**src/acache_pkg.sv**
```systemverilog
// Shared types and constants for the address cache with aging.
// Holds the transaction structs, action and outcome codes and table sizing.
// Depends on nothing.
`default_nettype none

package acache_pkg;

  // Number of table entries, from 1 to 256.
  localparam int ENTRIES = 16;
  // Index width of one table entry.
  localparam int IDX_W = (ENTRIES > 1) ? $clog2(ENTRIES) : 1;

  localparam int IP_W   = 32;
  localparam int MAC_W  = 48;
  localparam int LIFE_W = 16;
  localparam int SLOT_W = 8;

  // Reset value of the time-to-live reload register.
  localparam logic [LIFE_W-1:0] TTL_RESET = 16'd30000;

  // Configuration port.
  localparam int PADDR_W = 3;
  localparam logic REG_TTL_RELOAD = 1'b0;  // word index taken from paddr[2]

  // Action codes. The fourth code does nothing and returns an all-zero result.
  localparam logic [1:0] ACT_TICK   = 2'd0;
  localparam logic [1:0] ACT_LEARN  = 2'd1;
  localparam logic [1:0] ACT_LOOKUP = 2'd2;

  // Learn outcome codes.
  localparam logic [2:0] OUT_NONE    = 3'd0;
  localparam logic [2:0] OUT_SAME    = 3'd1;
  localparam logic [2:0] OUT_CHANGED = 3'd2;
  localparam logic [2:0] OUT_FILLED  = 3'd3;
  localparam logic [2:0] OUT_EVICTED = 3'd4;

  typedef struct packed {
    logic [1:0]       action;
    logic [IP_W-1:0]  ip_addr;
    logic [MAC_W-1:0] mac_addr;
  } item_t;

  typedef struct packed {
    logic             hit;
    logic [MAC_W-1:0] mac_out;
    logic [2:0]       learn_outcome;
    logic [SLOT_W-1:0] slot;
  } result_t;

  // One word of the entry memory.
  typedef struct packed {
    logic [IP_W-1:0]   ip;
    logic [MAC_W-1:0]  mac;
    logic [LIFE_W-1:0] life;
  } entry_t;

endpackage

`default_nettype wire

```
**src/address_cache_with_aging.sv**
```systemverilog
// Top level of the address cache with aging: entry memory, scan sequencer
// and APB configuration register. Depends on acache_pkg.
`default_nettype none

// The cache keeps acache_pkg::ENTRIES pairs of IPv4 and MAC address, each with
// a valid mark and a time-to-live count. A transaction is accepted when start
// is high while busy is low. Tick, learn and lookup each sweep the entry memory
// once, one entry per cycle through its single read port, and busy stays high
// through the sweep and the drain and finish states that follow; done is
// registered from the finish state. The unused action code skips the sweep
// and goes straight from idle to the finish state.
// The result is on the result port for the single cycle in which done is high;
// the receiver cannot stall it, so it must take it then. A new transaction may
// be started in the same cycle that done is high. Valid marks live in flip-flops
// cleared by reset, so the block is ready right after reset with no clearing
// pass. The ttl_reload register sits at byte address 0 and may only be written
// while the block is idle.
module address_cache_with_aging (
  input  wire logic                              clk,
  input  wire logic                              rst,
  input  wire logic                              start,
  output logic                                   busy,
  input  wire acache_pkg::item_t                 item,
  output logic                                   done,
  output acache_pkg::result_t                    result,
  input  wire logic                              psel,
  input  wire logic                              penable,
  input  wire logic                              pwrite,
  input  wire logic [acache_pkg::PADDR_W-1:0]    paddr,
  input  wire logic [31:0]                       pwdata,
  output logic [31:0]                            prdata,
  output logic                                   pready
);

  typedef enum logic [3:0] {
    ST_IDLE   = 4'b0001,
    ST_SCAN   = 4'b0010,
    ST_DRAIN  = 4'b0100,
    ST_FINISH = 4'b1000
  } state_t;

  state_t state, state_next;

  // Entry memory: synchronous (registered) read, one write port.
  acache_pkg::entry_t mem [acache_pkg::ENTRIES];
  acache_pkg::entry_t rd_data;
  logic               wr_en;
  logic [acache_pkg::IDX_W-1:0] wr_addr;
  acache_pkg::entry_t wr_data;

  logic [acache_pkg::ENTRIES-1:0] valid;
  logic [acache_pkg::LIFE_W-1:0]  ttl_reload;

  acache_pkg::item_t cmd;  // the transaction being worked on

  // Scan pointer and the entry whose read data returns this cycle.
  logic [acache_pkg::IDX_W-1:0] idx;
  logic [acache_pkg::IDX_W-1:0] pend_idx;
  logic                         rd_pend;

  // Search results gathered during the sweep.
  logic                          found;
  logic [acache_pkg::IDX_W-1:0]  match_idx;
  logic [acache_pkg::MAC_W-1:0]  match_mac;
  logic                          free_found;
  logic [acache_pkg::IDX_W-1:0]  free_idx;

  logic                          pend_valid;
  logic                          ip_match;
  logic [acache_pkg::LIFE_W-1:0] life_dec;
  logic                          is_tick;
  logic                          is_learn;
  logic                          is_lookup;
  logic [acache_pkg::IDX_W-1:0]  target;
  logic [2:0]                    outcome;
  logic                          cfg_write;

  assign busy   = (state != ST_IDLE);
  assign pready = 1'b1;

  // ---------------------------------------------------------------------------
  // Configuration register
  // ---------------------------------------------------------------------------
  assign cfg_write = psel && penable && pwrite && pready &&
                     (paddr[2] == acache_pkg::REG_TTL_RELOAD);

  always_ff @(posedge clk) begin
    if (rst) begin
      ttl_reload <= acache_pkg::TTL_RESET;
    end else if (cfg_write) begin
      ttl_reload <= pwdata[acache_pkg::LIFE_W-1:0];
    end
  end

  always_comb begin
    prdata = '0;
    if (paddr[2] == acache_pkg::REG_TTL_RELOAD) begin
      prdata = {{(32-acache_pkg::LIFE_W){1'b0}}, ttl_reload};
    end
  end

  // ---------------------------------------------------------------------------
  // Decode of the held transaction and of the entry coming back from memory
  // ---------------------------------------------------------------------------
  assign is_tick    = (cmd.action == acache_pkg::ACT_TICK);
  assign is_learn   = (cmd.action == acache_pkg::ACT_LEARN);
  assign is_lookup  = (cmd.action == acache_pkg::ACT_LOOKUP);
  assign pend_valid = valid[pend_idx];
  assign ip_match   = pend_valid && (rd_data.ip == cmd.ip_addr);
  // An entry already at zero life stays at zero and is dropped.
  assign life_dec   = (rd_data.life != '0) ? (rd_data.life - 1'b1) : '0;

  // Slot chosen by a learn: the first match, else the first free slot, else
  // slot zero is overwritten.
  always_comb begin
    if (found) begin
      target  = match_idx;
      outcome = (match_mac == cmd.mac_addr) ? acache_pkg::OUT_SAME
                                            : acache_pkg::OUT_CHANGED;
    end else if (free_found) begin
      target  = free_idx;
      outcome = acache_pkg::OUT_FILLED;
    end else begin
      target  = '0;
      outcome = acache_pkg::OUT_EVICTED;
    end
  end

  // Memory write port. A tick writes back the entry whose read data has just
  // returned while the next entry is being read, so the two never share an address;
  // a learn writes only after the sweep has ended.
  always_comb begin
    wr_en   = 1'b0;
    wr_addr = pend_idx;
    wr_data = rd_data;
    if (rd_pend && is_tick && pend_valid) begin
      wr_en        = 1'b1;
      wr_data.life = life_dec;
    end else if ((state == ST_FINISH) && is_learn) begin
      wr_en   = 1'b1;
      wr_addr = target;
      wr_data = '{ip: cmd.ip_addr, mac: cmd.mac_addr, life: ttl_reload};
    end
  end

  always_ff @(posedge clk) begin
    rd_data <= mem[idx];
    if (wr_en) begin
      mem[wr_addr] <= wr_data;
    end
  end

  // ---------------------------------------------------------------------------
  // Sequencer
  // ---------------------------------------------------------------------------
  always_comb begin
    state_next = state;
    unique case (state)
      ST_IDLE: begin
        if (start) begin
          if (item.action == acache_pkg::ACT_TICK ||
              item.action == acache_pkg::ACT_LEARN ||
              item.action == acache_pkg::ACT_LOOKUP) begin
            state_next = ST_SCAN;
          end else begin
            state_next = ST_FINISH;
          end
        end
      end
      ST_SCAN: begin
        if (idx == acache_pkg::IDX_W'(acache_pkg::ENTRIES - 1)) begin
          state_next = ST_DRAIN;
        end
      end
      ST_DRAIN: begin
        state_next = ST_FINISH;
      end
      ST_FINISH: begin
        state_next = ST_IDLE;
      end
      default: begin
        state_next = ST_IDLE;
      end
    endcase
  end

  always_ff @(posedge clk) begin
    if (rst) begin
      state   <= ST_IDLE;
      rd_pend <= 1'b0;
      done    <= 1'b0;
      valid   <= '0;
    end else begin
      state   <= state_next;
      rd_pend <= (state == ST_SCAN);
      done    <= (state == ST_FINISH);
      if (rd_pend && is_tick && pend_valid && (life_dec == '0)) begin
        valid[pend_idx] <= 1'b0;
      end
      if ((state == ST_FINISH) && is_learn) begin
        valid[target] <= 1'b1;
      end
    end
  end

  // Datapath registers; the sequencer qualifies every use, so no reset.
  always_ff @(posedge clk) begin
    pend_idx <= idx;
    if (state == ST_IDLE) begin
      cmd        <= item;
      idx        <= '0;
      found      <= 1'b0;
      free_found <= 1'b0;
    end else if (state == ST_SCAN) begin
      idx <= idx + 1'b1;
    end
    if (rd_pend && !is_tick) begin
      if (ip_match && !found) begin
        found     <= 1'b1;
        match_idx <= pend_idx;
        match_mac <= rd_data.mac;
      end
      if (!pend_valid && !free_found) begin
        free_found <= 1'b1;
        free_idx   <= pend_idx;
      end
    end
    if (state == ST_FINISH) begin
      if (is_learn) begin
        result <= '{hit: found, mac_out: '0, learn_outcome: outcome,
                    slot: acache_pkg::SLOT_W'(target)};
      end else if (is_lookup && found) begin
        result <= '{hit: 1'b1, mac_out: match_mac,
                    learn_outcome: acache_pkg::OUT_NONE,
                    slot: acache_pkg::SLOT_W'(match_idx)};
      end else begin
        result <= '0;
      end
    end
  end

  // ---------------------------------------------------------------------------
  // Assertions
  // ---------------------------------------------------------------------------
  a_done_after_finish: assert property (@(posedge clk) disable iff (rst)
    done |-> $past(state == ST_FINISH))
    else $error("result strobe without a finished sweep");

  a_start_goes_busy: assert property (@(posedge clk) disable iff (rst)
    (start && !busy) |=> busy)
    else $error("accepted transaction did not make the block busy");

  a_learn_slot_valid: assert property (@(posedge clk) disable iff (rst)
    (done && result.learn_outcome != acache_pkg::OUT_NONE)
      |-> valid[result.slot[acache_pkg::IDX_W-1:0]])
    else $error("learned slot is not marked valid");

  a_hit_outcome: assert property (@(posedge clk) disable iff (rst)
    (done && result.hit) |->
      (result.learn_outcome == acache_pkg::OUT_NONE ||
       result.learn_outcome == acache_pkg::OUT_SAME ||
       result.learn_outcome == acache_pkg::OUT_CHANGED))
    else $error("hit reported together with a fill outcome");

  a_mac_needs_hit: assert property (@(posedge clk) disable iff (rst)
    (done && result.mac_out != '0) |-> result.hit)
    else $error("MAC returned without a hit");

endmodule

`default_nettype wire

```
**config.mk**
```make
export PLATFORM = sky130hd
export DESIGN_NAME = address_cache_with_aging
export DESIGN_NICKNAME = d
export VERILOG_FILES = /design/src/acache_pkg.sv /design/src/address_cache_with_aging.sv
export SDC_FILE = /design/constraint.sdc
export NUM_CORES = 2
export LEC_CHECK = 0
export BUFFER_PORTS_ARGS = -buffer_cell sky130_fd_sc_hd__buf_2
export CORE_MARGIN = 2
export CORE_UTILIZATION = 25
export DETAILED_ROUTE_END_ITERATION = 16
export PLACE_DENSITY_LB_ADDON = 0.05
export SYNTH_ARGS = -nofsm -noshare
export SYNTH_HDL_FRONTEND = slang
export SYNTH_SLANG_ARGS = --single-unit
```
**constraint.sdc**
```tcl
create_clock -name clk -period 14.2 [get_ports clk]
set_input_delay 2.84 -clock clk [delete_from_list [all_inputs] [get_ports clk]]
set_output_delay 2.84 -clock clk [all_outputs]
set_load 0.005 [all_outputs]
```
# Word level (Yosys, flattened, before mapping)
# Memories as Yosys holds them, arrays and structs flattened. A register that Yosys moved wholly into a read port is not among the register bits.
# Cells that the tools add are included.
# classes
order_cmp	4
addsub	2
reduce_logical	28
bitwise	5
mux	37
eq_ne	14
# ops
op	n
$mux W60	2
$mux W16	6
$mux W96	1
$mux W80	1
$eq A48 B48 Y1	1
$eq A32 B32 Y1	1
$mux W4	7
$and A16 B16 Y16	1
$logic_not A16 Y1	1
$not A16 Y16	1
$or A16 B16 Y16	1
$reduce_bool A16 Y1	1
$sub A16 B1 Y16 const B	1
$logic_and A1 B1 Y1	14
$mux W1	13
$pmux W4 S3	1
$lt A4 B5 Y1 const B	2
$demux W1 S4	2
$eq A4 B4 Y1 const B	2
$ge A4 B1 Y1 const B	2
$mux W3	2
$reduce_and A2 Y1	3
$add A4 B1 Y4 const B	1
$bmux W1 S4	1
13 further kinds	22
# word_totals
ram_bits	1536
output_inout_bits	95
memories	1
input_bits	123
regBits	246
# memory_table
name	words	word_bits	rd	rd_ports_with_merged_regs	wr	line	source
mem	16	96	1	1	1	address_cache_with_aging.sv:45	acache_pkg::entry_t mem [acache_pkg::ENTRIES];

# Logic depth before layout (Yosys ltp)
# depth
ltp_word	10
ltp_mapped	10

# Worst setup path before layout
# No wires, ideal clock.
# synth_path
path_kind	register to register
startpoint	register state[0]
endpoint	memory mem[3][0] in the netlist's numbering (enable)
required_ns	13.648
n_path_buf	3
setup_ns	0.552
arrival_time_ns	6.846
stages_incl_launch_ff	10
path_slack_ns	6.802
path_cell_list	dfxtp_1 -> clkbuf_1 -> nand3b_1 -> inv_1 -> nand2_1 -> clkbuf_1 -> clkbuf_1 -> o21ai_0 -> nand2_1 -> nor2_1
# synth_via
elab_chain_cells	6
word_cells_on_any_way	8
# synth_lines
element	line	source
from (decl)	address_cache_with_aging.sv:42	state_t state, state_next;
from (signal assigned)	address_cache_with_aging.sv:194	state <= state_next;
$eq A4 B4 Y1 *	address_cache_with_aging.sv:139	end else if ((state == ST_FINISH) && is_learn) begin
$logic_and A1 B1 Y1 *	address_cache_with_aging.sv:139	
$mux W1	address_cache_with_aging.sv:139	
$mux W1	address_cache_with_aging.sv:136	if (rd_pend && is_tick && pend_valid) begin
$mux W1	address_cache_with_aging.sv:148	if (wr_en) begin
$mux W1 (implied by the code)	address_cache_with_aging.sv:149	mem[wr_addr] <= wr_data;
to (decl)	address_cache_with_aging.sv:45	
# Mark *: on every way between the ends. The rest lies on a longest branch, timed or not.

# Final worst setup path
# layout_path
startpoint	input paddr[2] in the netlist's numbering
endpoint	output prdata[8]
# layout_via
elab_chain_cells	1
# layout_lines
element	line	source
from (decl)	address_cache_with_aging.sv:29	input wire logic [acache_pkg::PADDR_W-1:0] paddr,
$mux W16	address_cache_with_aging.sv:97	if (paddr[2] == acache_pkg::REG_TTL_RELOAD) begin
to (decl)	address_cache_with_aging.sv:31	output logic [31:0] prdata,
# Every way passes these cells.

==> results.yml <==
synthesis:
  synth_edf_count: 1730
  seq_area_frac_synth_pct: 77.6
  synth_top_flop_cell: "edfxtp_1"
  synth_most_common_cell: "edfxtp_1"
  syn-cell-area_um2: 70700
  synth_area_per_cell_um2: 21.4
  yosys_warnings: 0
  yosys.area.top_type: "edfxtp_1"
  syn_inst: 3299
  ys_top_cells_by_area: "edfxtp_1 (74%), mux4_2 (15%), dfxtp_1 (4.1%)"
  ys_ff_latch: 1874
  synth_common_cells: "edfxtp_1 (1,730), mux4_2 (482), nand2_1 (301)"
  yosys.area.top_type_share_pct: 73.5
  synthArstFlopShare_pct: 0
  ys_types: 65
min_path:
  min-delay-start: "rd_data[28]"
  holdPathStages: 0
  holdPathEnd: "match_mac[12]"
  worstHoldPathType: "flop to flop"
floorplanning:
  die_area_um2: 287000
  die_h_um: 536
  rows: 195
  fp.coreArea_um2: 282000
  ios: 218
  initial_core_util_pct: 25.1
  die_w_um: 536
placed_design:
  io_buffer_count: 178
  hpwlAfterDp_um: 113000
  gp_congestion: 0.708
  dpl_cell_area_um2: 76500
final_layout:
  final_net_count: 3763
  area_growth_pct: 18.2
  design_area_um2: 83500
  drive_gt1_share_pct: 28.4
routing:
  drc: 0
  drtIter0Drc: 2523
  wl_per_cell_um: 28.6
  vias: 33400
  via_per_inst: 4.42
  totalWireLength_um: 217000
  drt_first_pass_iters: 7
  antenna_left: 0
setup_path:
  r2r_end: "mem[5][72]"
  cp_common_cell: "buf_2"
  worstSetupPathType: "input pin to primary output"
  cp_data_required_time_ns: 11.36
  cpPeakStageDelay_ns: 0.24
  cp_cell_sequence: "buf_2 -> nor2b_1 -> buf_2"
  startpoint_type: "input pin"
  arrival_ns: 3.31
  worstSetupEndpointType: "primary output"
  crit_slowest_cell: "buf_2"
  r2r_setup_slack_ns: 9.07
  crit_fanout: 18
  reg2reg_depth: 10
  cpLargestDelayFamily: "buffers and inverters"
  cp_num_buf_inv: 2
  r2r_start: "state[2]"
power_and_ir_drop:
  max-vdd-ir-drop_mv: 0.0850
  leakage_nw: 25.6
  p_per_area_nw_per_um2: 142
clock_tree:
  cts_max_path_buffers: 4
  cts.sinks: 1874
  clock-root-buffer: "clkbuf_16"
  cts_buffers: 226
  clock_latency_ns: 0.88
  cts_hold_buf: 0
  cts.htree.levels: 4
  cts_tree: "done"
  cts_resized: 0
  post-cts-setup-buffers: 0
  clkSlewWorstSetupHoldPaths_ns: 0.06
run:
  cap_viol_max_count: 0
timing:
  hold_viol_final: 0
  worst-slew-pin-transition_ns: 1.25
  drv_slew: 0
  rsz0062_at_grt: "false"
  tns_ns: 0
  finClkSkew_ns: 0.0604
  slew_headroom_pct: 16.7
  finalCritPeriodShare_pct: 43.3
  finalSetupViolations: 0
  fmax_mhz: 163
  period_needed_ns: 6.15
global_route:
  grt_overflow: 0
  grt_pass1_vias: 35500
  grt_max_degree: 123
  grt_pass1_wl_um: 299000
  track_usage_pct: 15.0
  antenna_found_initial: 13
run_status:
  status: "finished clean"
[final cells by class]
class                   instances  area (um2)
diodes                          1        2.50
clock buffers                 311        6210
clock inverters               101         771
fillers                     27500      198000
inverters                      19        78.8
multi-input cells            1250       15200
flip-flops and latches       1874       54800
well taps                    3743        4680
repair buffers                267        1660
[state kept, by name, summed over array words and instances (netlist names)]
signal,flops
found,1
ttl_reload,16
free_idx,4
pend_idx,4
state,4
idx,4
done,1
rd_data,96
match_idx,4
cmd,82
rd_pend,1
valid,16
match_mac,48
mem,1536
free_found,1
result,56
[layout by cell type, fill, tap and decap left out, drive strengths merged, types with 5 or more instances in the layout]
cell     netlist  layout
nand2        301     301
a2111oi        7       7
bufinv         0      12
xor2          39      39
nor4          20      20
mux4         482     482
inv           19      21
mux2i          8       8
nand2b         7       7
dfxtp        144     144
a21oi         35      35
xnor2         38      38
edfxtp      1730    1730
a211oi        17      17
clkinv         0      83
and2          46      46
conb           2      21
nor2          50      50
clkbuf       119     311
nor2b         30      30
nand3         13      13
nor3          17      17
o21ai         19      19
nand4         14      14
buf           56     267
a221o          5       5
or4            6       6
o22ai          8       8
[power by group]
group	leakage (nW)	internal, mW	total (mW)	switching, mW
combinational	5.40	0.0832	0.236	0.153
clock	3.41	3.24	5.52	2.28
sequential	16.7	6.03	6.08	0.0539
[cells by family after synthesis]
group	count (synthesis)	share of synthesized area, %
mux	494	15.5
xor+xnor	77	0.954
flops	1874	77.6
simple gates	528	3.46
other cells	2	0.0106
fa+ha+maj	2	0.0354
buf+inv	194	1.16
compound gates	128	1.24
[routing by layer]
layer	part of all wire [%]	GRT usage (%)	wire (um)
met1	46	20.9	100000
met2	48	24.3	104000
met3	3.5	2.32	7560
met4	2.4	3.70	5160
met5	0.012	0	26
[stage by stage]
step	worst slack [ns]	hold slack, ns	util, %	total power [mW]	cells
after CTS	8.05	0.428	29.6	12.0	7565
after global placement	8.06	0.412	27.1	6.45	7153
after detailed placement	8.05	0.413	27.1	6.45	7153
after floorplan	6.80	0.329	-	6.30	3318
final	8.05	0.428	29.6	11.8	7566
after global routing	7.99	0.435	29.6	12.3	7566
[worst max path at each step]
stage	from	slack (ns)	cells after the start	to
CTS	paddr[2]	8.05	3	prdata[12]
global route	paddr[2]	7.99	3	prdata[0]
floorplan	state[0]	6.80	9	mem[3][0]
detailed placement	paddr[2]	8.05	3	prdata[12]
finish	paddr[2]	8.05	3	prdata[8]
global placement	paddr[2]	8.06	3	prdata[13]
Power figures use the tool's default switching activity.
